`config.mk`:
```
export PLATFORM = sky130hd
export DESIGN_NAME = in_order_completion_reorder_buffer_core
export DESIGN_NICKNAME = d
export VERILOG_FILES = /design/src/rtl/core/iocrob_pkg.sv /design/src/rtl/core/iocrob_ctrl.sv /design/src/rtl/core/iocrob_dp.sv /design/src/rtl/core/in_order_completion_reorder_buffer_core.sv
export SDC_FILE = /design/constraint.sdc
export NUM_CORES = 2
export LEC_CHECK = 0
export BUFFER_PORTS_ARGS = -buffer_cell sky130_fd_sc_hd__buf_2
export CORE_MARGIN = 2
export CORE_UTILIZATION = 59
export DETAILED_ROUTE_END_ITERATION = 6
export PLACE_DENSITY = 0.75
export SKIP_LAST_GASP = 1
export SLEW_MARGIN = 20
export SYNTH_ARGS = -nofsm -noshare
export SYNTH_HDL_FRONTEND = slang
export SYNTH_SLANG_ARGS = --single-unit
```
`constraint.sdc`:
```
create_clock -name clk_i -period 12.03 [get_ports clk_i]
set_input_delay 1.8045 -clock clk_i [delete_from_list [all_inputs] [get_ports clk_i]]
set_output_delay 1.8045 -clock clk_i [all_outputs]
set_load 0.005 [all_outputs]
```
`src/rtl/core/iocrob_pkg.sv`:
```
`timescale 1ns / 1ps

package iocrob_pkg;

  localparam int unsigned CNT_W    = 7;
  localparam int unsigned SRC_W    = 6;
  localparam int unsigned GRP_W    = 6;
  localparam int unsigned TAG_W    = 32;
  localparam int unsigned REQ_W    = 2;
  localparam int unsigned IN_DW    = 48;
  localparam int unsigned OUT_DW   = 48;
  localparam int unsigned MAX_IDX  = 64;

  typedef enum logic [REQ_W-1:0] {
    REQ_BEGIN = 2'd0,
    REQ_ADD   = 2'd1,
    REQ_FLUSH = 2'd2,
    REQ_NONE  = 2'd3
  } req_e;

  // controller to datapath
  typedef struct packed {
    logic start_round;
    logic store;
    logic set_skip;
    logic clr_skip;
    logic rd_en;
    logic advance;
    logic take;
    logic push;
    logic push_last;
  } iocrob_cmd_t;

  // datapath to controller
  typedef struct packed {
    logic idx_ok;
    logic at_end;
    logic cur_filled;
    logic skip;
    logic rd_nonempty;
    logic pend_valid;
    logic out_free;
  } iocrob_sts_t;

endpackage

```
`src/rtl/core/iocrob_ctrl.sv`:
```
`timescale 1ns / 1ps

module iocrob_ctrl (
  input  logic                         clk_i,
  input  logic                         rst_ni,
  input  logic                         in_valid_i,
  input  logic [iocrob_pkg::REQ_W-1:0] in_req_i,
  output logic                         in_ready_o,
  input  iocrob_pkg::iocrob_sts_t      sts_i,
  output iocrob_pkg::iocrob_cmd_t      cmd_o
);

  typedef enum logic [3:0] {
    S_IDLE = 4'b0001,
    S_SCAN = 4'b0010,
    S_READ = 4'b0100,
    S_FIN  = 4'b1000
  } state_e;

  state_e state_q, state_d;

  always_ff @(posedge clk_i or negedge rst_ni) begin
    if (!rst_ni) begin
      state_q <= S_IDLE;
    end else begin
      state_q <= state_d;
    end
  end

  always_comb begin
    state_d    = state_q;
    cmd_o      = '0;
    in_ready_o = 1'b0;
    case (state_q)
      S_IDLE: begin
        in_ready_o = 1'b1;
        if (in_valid_i) begin
          case (iocrob_pkg::req_e'(in_req_i))
            iocrob_pkg::REQ_BEGIN: begin
              cmd_o.start_round = 1'b1;
            end
            iocrob_pkg::REQ_ADD: begin
              if (sts_i.idx_ok) begin
                cmd_o.store    = 1'b1;
                cmd_o.clr_skip = 1'b1;
                state_d        = S_SCAN;
              end
            end
            iocrob_pkg::REQ_FLUSH: begin
              cmd_o.set_skip = 1'b1;
              state_d        = S_SCAN;
            end
            default: begin
            end
          endcase
        end
      end
      S_SCAN: begin
        if (sts_i.at_end || (!sts_i.cur_filled && !sts_i.skip)) begin
          state_d = S_FIN;
        end else if (!sts_i.cur_filled) begin
          cmd_o.advance = 1'b1;
        end else begin
          cmd_o.rd_en = 1'b1;
          state_d     = S_READ;
        end
      end
      S_READ: begin
        if (!sts_i.rd_nonempty) begin
          cmd_o.advance = 1'b1;
          state_d       = S_SCAN;
        end else if (!sts_i.pend_valid) begin
          cmd_o.take    = 1'b1;
          cmd_o.advance = 1'b1;
          state_d       = S_SCAN;
        end else if (sts_i.out_free) begin
          cmd_o.push    = 1'b1;
          cmd_o.take    = 1'b1;
          cmd_o.advance = 1'b1;
          state_d       = S_SCAN;
        end
      end
      S_FIN: begin
        if (!sts_i.pend_valid) begin
          state_d = S_IDLE;
        end else if (sts_i.out_free) begin
          cmd_o.push      = 1'b1;
          cmd_o.push_last = 1'b1;
          state_d         = S_IDLE;
        end
      end
      default: begin
        state_d = S_IDLE;
      end
    endcase
  end

endmodule

```
`src/rtl/core/iocrob_dp.sv`:
```
`timescale 1ns / 1ps

module iocrob_dp #(
  parameter int unsigned DEPTH   = 64,
  parameter int unsigned STORE_W = 32
) (
  input  logic                          clk_i,
  input  logic                          rst_ni,
  input  logic [iocrob_pkg::IN_DW-1:0]  in_data_i,
  input  iocrob_pkg::iocrob_cmd_t       cmd_i,
  output iocrob_pkg::iocrob_sts_t       sts_o,
  output logic                          out_valid_o,
  input  logic                          out_ready_i,
  output logic [iocrob_pkg::OUT_DW-1:0] out_data_o,
  output logic                          out_last_o
);

  localparam int unsigned IDX_W = (DEPTH > 1) ? $clog2(DEPTH) : 1;

  logic [iocrob_pkg::CNT_W-1:0] in_count;
  logic [iocrob_pkg::SRC_W-1:0] in_idx;
  logic [iocrob_pkg::TAG_W-1:0] in_tag;
  logic                         in_has;

  assign in_count = in_data_i[6:0];
  assign in_idx   = in_data_i[12:7];
  assign in_tag   = in_data_i[44:13];
  assign in_has   = in_data_i[45];

  logic [DEPTH-1:0]             filled_q, filled_d;
  logic [iocrob_pkg::CNT_W-1:0] cursor_q, cursor_d;
  logic [iocrob_pkg::CNT_W-1:0] expected_q, expected_d;
  logic [iocrob_pkg::CNT_W-1:0] emitted_q, emitted_d;
  logic                         skip_q, skip_d;
  logic                         pend_valid_q, pend_valid_d;
  logic [STORE_W-1:0]           pend_tag_q;
  logic [iocrob_pkg::SRC_W-1:0] pend_src_q;
  logic [iocrob_pkg::GRP_W-1:0] pend_grp_q;
  logic                         out_valid_q, out_valid_d;
  logic [iocrob_pkg::TAG_W-1:0] out_tag_q;
  logic [iocrob_pkg::SRC_W-1:0] out_src_q;
  logic [iocrob_pkg::GRP_W-1:0] out_grp_q;
  logic                         out_last_q;

  // tag and nonempty flag per slot
  logic [STORE_W:0]   slot_mem [DEPTH];
  logic [STORE_W:0]   rd_q;
  logic [IDX_W-1:0]   wr_addr;
  logic [IDX_W-1:0]   rd_addr;
  logic               out_free;

  assign wr_addr  = in_idx[IDX_W-1:0];
  assign rd_addr  = cursor_q[IDX_W-1:0];
  assign out_free = !out_valid_q || out_ready_i;

  always_ff @(posedge clk_i) begin
    if (cmd_i.store) begin
      slot_mem[wr_addr] <= {in_has, in_tag[STORE_W-1:0]};
    end
    if (cmd_i.rd_en) begin
      rd_q <= slot_mem[rd_addr];
    end
  end

  always_comb begin
    filled_d     = filled_q;
    cursor_d     = cursor_q;
    expected_d   = expected_q;
    emitted_d    = emitted_q;
    skip_d       = skip_q;
    pend_valid_d = pend_valid_q;
    out_valid_d  = out_valid_q;
    if (cmd_i.start_round) begin
      filled_d   = '0;
      cursor_d   = '0;
      emitted_d  = '0;
      expected_d = (int'(in_count) > int'(DEPTH)) ? iocrob_pkg::CNT_W'(DEPTH) : in_count;
    end
    if (cmd_i.store) begin
      filled_d[wr_addr] = 1'b1;
    end
    if (cmd_i.set_skip) begin
      skip_d = 1'b1;
    end
    if (cmd_i.clr_skip) begin
      skip_d = 1'b0;
    end
    if (cmd_i.advance) begin
      cursor_d = cursor_q + iocrob_pkg::CNT_W'(1);
    end
    if (cmd_i.take) begin
      emitted_d = emitted_q + iocrob_pkg::CNT_W'(1);
    end
    if (out_valid_q && out_ready_i) begin
      out_valid_d = 1'b0;
    end
    if (cmd_i.push) begin
      out_valid_d  = 1'b1;
      pend_valid_d = 1'b0;
    end
    if (cmd_i.take) begin
      pend_valid_d = 1'b1;
    end
  end

  always_ff @(posedge clk_i or negedge rst_ni) begin
    if (!rst_ni) begin
      filled_q     <= '0;
      cursor_q     <= '0;
      expected_q   <= '0;
      emitted_q    <= '0;
      skip_q       <= 1'b0;
      pend_valid_q <= 1'b0;
      out_valid_q  <= 1'b0;
    end else begin
      filled_q     <= filled_d;
      cursor_q     <= cursor_d;
      expected_q   <= expected_d;
      emitted_q    <= emitted_d;
      skip_q       <= skip_d;
      pend_valid_q <= pend_valid_d;
      out_valid_q  <= out_valid_d;
    end
  end

  always_ff @(posedge clk_i) begin
    if (cmd_i.take) begin
      pend_tag_q <= rd_q[STORE_W-1:0];
      pend_src_q <= cursor_q[iocrob_pkg::SRC_W-1:0];
      pend_grp_q <= emitted_q[iocrob_pkg::GRP_W-1:0];
    end
    if (cmd_i.push) begin
      out_tag_q  <= iocrob_pkg::TAG_W'(pend_tag_q);
      out_src_q  <= pend_src_q;
      out_grp_q  <= pend_grp_q;
      out_last_q <= cmd_i.push_last;
    end
  end

  assign sts_o.idx_ok      = {1'b0, in_idx} < expected_q;
  assign sts_o.at_end      = cursor_q >= expected_q;
  assign sts_o.cur_filled  = filled_q[rd_addr];
  assign sts_o.skip        = skip_q;
  assign sts_o.rd_nonempty = rd_q[STORE_W];
  assign sts_o.pend_valid  = pend_valid_q;
  assign sts_o.out_free    = out_free;

  assign out_valid_o = out_valid_q;
  assign out_last_o  = out_last_q;
  assign out_data_o  = {4'b0000, out_grp_q, out_src_q, out_tag_q};

endmodule

```
`src/rtl/core/in_order_completion_reorder_buffer_core.sv`:
```
`timescale 1ns / 1ps
// reorder buffer for completions that arrive out of order
// input channel s_axis: one word is a request, tuser gives its kind
//   (begin round, add completed slot, flush remaining slots)
// output channel m_axis: one word per emitted group in slot order, with
//   tlast on the final word caused by a request
// begin gives no words; an add or flush walks the slots from the commit
//   cursor after the request word, reading each filled slot through the
//   one slot memory read port; an add stops at the first missing slot, a
//   flush skips missing slots; the walk ends with the end check and finish
// one request is worked on at a time; s_axis_tready_o is high between
//   requests, also while the last output word still waits to be taken
// a finished word waits in the output register while m_axis_tready_i is
//   low; the walk stalls until it moves on, no word is lost
// reset clears all filled bits, the cursor, the expected count and the
//   group counter at once; the slot memory needs no clearing
module in_order_completion_reorder_buffer_core #(
  parameter int unsigned SLOTS    = 64,
  parameter int unsigned TAG_BITS = 32
) (
  input  logic                          clk_i,
  input  logic                          rst_ni,
  input  logic                          s_axis_tvalid_i,
  output logic                          s_axis_tready_o,
  // expected_count, slot_index, group_tag, group_has_matches, zero pad
  input  logic [iocrob_pkg::IN_DW-1:0]  s_axis_tdata_i,
  // req_type
  input  logic [iocrob_pkg::REQ_W-1:0]  s_axis_tuser_i,
  output logic                          m_axis_tvalid_o,
  input  logic                          m_axis_tready_i,
  // out_tag, out_source_index, out_group_number, zero pad
  output logic [iocrob_pkg::OUT_DW-1:0] m_axis_tdata_o,
  output logic                          m_axis_tlast_o
);

  localparam int unsigned DEPTH   = (SLOTS < iocrob_pkg::MAX_IDX) ? SLOTS
                                                                  : iocrob_pkg::MAX_IDX;
  localparam int unsigned STORE_W = (TAG_BITS < iocrob_pkg::TAG_W) ? TAG_BITS
                                                                   : iocrob_pkg::TAG_W;

  iocrob_pkg::iocrob_cmd_t cmd;
  iocrob_pkg::iocrob_sts_t sts;

  iocrob_ctrl u_ctrl (
    .clk_i      (clk_i),
    .rst_ni     (rst_ni),
    .in_valid_i (s_axis_tvalid_i),
    .in_req_i   (s_axis_tuser_i),
    .in_ready_o (s_axis_tready_o),
    .sts_i      (sts),
    .cmd_o      (cmd)
  );

  iocrob_dp #(
    .DEPTH   (DEPTH),
    .STORE_W (STORE_W)
  ) u_dp (
    .clk_i       (clk_i),
    .rst_ni      (rst_ni),
    .in_data_i   (s_axis_tdata_i),
    .cmd_i       (cmd),
    .sts_o       (sts),
    .out_valid_o (m_axis_tvalid_o),
    .out_ready_i (m_axis_tready_i),
    .out_data_o  (m_axis_tdata_o),
    .out_last_o  (m_axis_tlast_o)
  );

`ifndef SYNTHESIS
  a_idle_no_pending: assert property (@(posedge clk_i) disable iff (!rst_ni)
    s_axis_tready_o |-> !sts.pend_valid)
    else $error("pending group left behind between requests");

  a_push_needs_room: assert property (@(posedge clk_i) disable iff (!rst_ni)
    cmd.push |-> sts.out_free)
    else $error("output word overwritten");

  a_take_in_round: assert property (@(posedge clk_i) disable iff (!rst_ni)
    cmd.take |-> !sts.at_end)
    else $error("group taken beyond expected slots");

  a_last_after_push: assert property (@(posedge clk_i) disable iff (!rst_ni)
    cmd.push_last |=> m_axis_tvalid_o && m_axis_tlast_o)
    else $error("final word not presented");
`endif

endmodule
```
==> impl_metrics.yaml <==
worst_setup_path:
  path_max_fanout: 18
  start_kind: "input pin"
  crit_path_end_kind: "flop"
  r2r_slack_ns: 6.82
  rr_startpoint: "u_dp.cursor_q[1]"
  r2r-end: "u_dp.rd_q[12]"
  critPathLaunch: "s_axis_tdata_i[12]"
  critical_path_class: "input pin to flop"
  cp.arrival_ns: 6.05
  ff2ff_path_depth: 6
  cp.required_ns: 12.51
  slowest_stage: "nor2_4"
  crit_path_end: "u_dp.slot_mem[19][31]"
  cp_slowest_stage_delay_ns: 0.98
  crit_chain: "buf_2, ha_1, a21oi_1, o211ai_1, a2111oi_2, nand2_1, nor2_4, buf_4"
clock_network:
  clk_path_buf_depth: 3
  clockRootBuffer: "clkbuf_16"
  post_cts_resized: 0
  h-tree-depth: 4
  numCtsBuffers: 212
  path_clk_slew_ns: 0.06
  post_cts_buffers: 0
  insertion_delay_ns: 0.85
  cts_hold_buf: 0
  clock-sinks: 2325
  cts_tree: "yes"
yosys:
  syn_inst: 3645
  synth_top_area_share_pct: 75.8
  synth.most_common_cell: "edfxtp_1"
  synthArstFlopShare_pct: 3.91
  synth_edf_count: 2234
  synth_commonest_cells: "edfxtp_1 (2234), mux4_2 (707), buf_2 (106)"
  ys_ff_latch: 2325
  synth_area_leaders: "edfxtp_1 (76%), mux4_2 (18%), dfrtp_1 (2.5%)"
  syn_avg_cell_area_sq_um: 24.3
  synth_seq_area_share_pct: 78.4
  synth_area_leader_cell: "edfxtp_1"
  synthDistinctLibCells: 57
  ys_warn_count: 0
  syn-cell-area_sq_mm: 0.0885
  synth_ff_type: "edfxtp_1"
global_route:
  grt_pass1_vias: 41900
  overflow: 0
  grt_max_degree: 126
  track_usage_pct: 29.2
  grt_pass1_wl_mm: 310
  antenna_found_initial: 20
power:
  p_leak_nw: 30.2
  vdd.ir_drop.worst_v: 0.000213
  power.net_switching_mw: 5.18
  power_frac_comb_pct: 21.7
  clkPwrFrac_pct: 32.7
  pwr-share-seq_pct: 45.6
  p_int_mw: 14.8
  p_sw_share_pct: 26.0
  total_power_mw: 19.9
  power_density_mw_per_mm2: 202
timing:
  rsz0062_at_grt: "no"
  period_minus_slack_ns: 5.57
  tns_ns: 0
  finClkSkew_ns: 0.0304
  worst_pin_slew_ns: 1.15
  fmax_mhz: 180
  final_min_period_over_clock_period_pct: 46.3
  whs_ns: 0.416
  hold_viol: 0
  slew_headroom_pct: 23.6
  maxSlewViolCount: 0
  finalSetupViolations: 0
die:
  die-area_sq_mm: 0.153
  die_width_microns: 391
  pin_count: 105
  die_h_microns: 391
  core_sq_mm: 0.149
  start_util_pct: 59.2
  rows: 142
outcome:
  status: "finished, final reports clean"
drt:
  wl_per_cell_microns: 36.0
  dr.pass1.iters: 6
  vias: 41400
  drc: 0
  antenna_left: 0
  drt-initial-drc-count: 6423
  drt-vias-per-instance: 6.83
  routed_wl_mm: 218
place:
  dp.cells: 5664
  gp_congestion: 0.831
  portBuffers: 98
  dp_hpwl_mm: 106
run:
  maxCapViolations: 0
layout:
  multi_input_area_sq_mm: 0.0186
  fin_cells: 6064
  drive_above_1_share_pct: 31.9
  regArea_sq_mm: 0.0694
  nFillCells: 8930
  syn_to_final_growth_pct: 11.5
  fin_nets: 3933
worst_hold_path:
  worstHoldPathType: "flop to flop"
-- final cells by class --
cell class              count  area share [%]
multi-input cells        1108            18.8
well taps                2016            2.56
repair buffers            203            1.45
diodes                      9          0.0228
clock inverters           107           0.973
inverters                  15          0.0647
flip-flops and latches   2325            70.3
clock buffers             281            5.80
-- power by group through the flow --
| stage | clock [mW] | combinational (mW) | sequential, mW |
|---|---|---|---|
| final | 6.52 | 4.32 | 9.09 |
| after detailed placement | 0 | 4.26 | 9.26 |
| after global placement | 0 | 4.21 | 9.26 |
| after floorplan | 0 | 3.14 | 9.14 |
| after global routing | 6.87 | 4.54 | 9.09 |
| after CTS | 6.59 | 4.33 | 9.09 |
-- how the worst min path moves through the flow --
| stage | endpoint | cells past startpoint | startpoint |
|---|---|---|---|
| after floorplan | u_dp.out_grp_q[0] | 0 | u_dp.pend_grp_q[0] |
| after global placement | u_dp.out_tag_q[23] | 0 | u_dp.pend_tag_q[23] |
| after detailed placement | u_dp.out_grp_q[0] | 0 | u_dp.pend_grp_q[0] |
| after CTS | u_dp.out_tag_q[12] | 0 | u_dp.pend_tag_q[12] |
| after global routing | u_dp.pend_tag_q[22] | 0 | u_dp.rd_q[22] |
| final | u_dp.out_tag_q[12] | 0 | u_dp.pend_tag_q[12] |
-- registers in the layout (all words and copies together), names as in the netlist, 7 cells and up --
name	flops
u_dp.slot_mem	2112
u_dp.filled_q	64
u_dp.rd_q	33
u_dp.out_tag_q	32
u_dp.pend_tag_q	32
u_dp.cursor_q	7
u_dp.expected_q	7
-- layout by cell type, fill, tap and decap left out, types with 9 or more instances in the layout --
cell type and instances:
o21ai_0 78, nor2_1 12, inv_1 12, buf_4 125
clkbuf_16 217, clkinv_1 44, diode_2 9, bufinv_16 15
nand3_1 10, nand2_1 102, mux4_2 707, clkbuf_1 59
buf_2 72, nor2_4 62, nand2b_1 13, dfrtp_1 85
ha_1 14, clkinv_2 30, edfxtp_1 2234
-- kinds of logic after synthesis --
family,share of synthesized area [%]
adders and majority gates,0.198
and+or+nand+nor,1.28
other,0.00424
AOI/OAI and AO/OA,0.863
muxes,18.1
buffers and inverters,1.14
xor gates and xnor gates,0.00990
DFF,78.4
-- per-layer routing --
layer  wire (microns)  vias up  GRT usage [%]  share of wire, %
li1                 -    16100              -                 -
met1            78900    22000           40.9                36
met2           105000     2924           45.0                48
met3            26000      437           7.72                12
met4             7910       12           10.9               3.6
met5               69        -              0             0.032
-- stage by stage --
step	util, %	instance area (sq um)	setup WS [ns]
3_5_place_dp	61.5	91800	5.88
4_1_cts	65.9	98500	6.73
5_1_grt	66.0	98700	6.42
2_1_floorplan	-	88500	5.80
6_report	66.0	98700	6.46
3_3_place_gp	61.5	91800	5.90
-- worst max-delay path, delay by kind of cell --
family / cells / cell delay, ns
AOI/OAI and AO/OA: 3 / 1.28
adders and majority gates: 1 / 0.33
and+or+nand+nor: 2 / 1.79
buffers and inverters: 2 / 0.81
(Power assumes the default switching activity.)
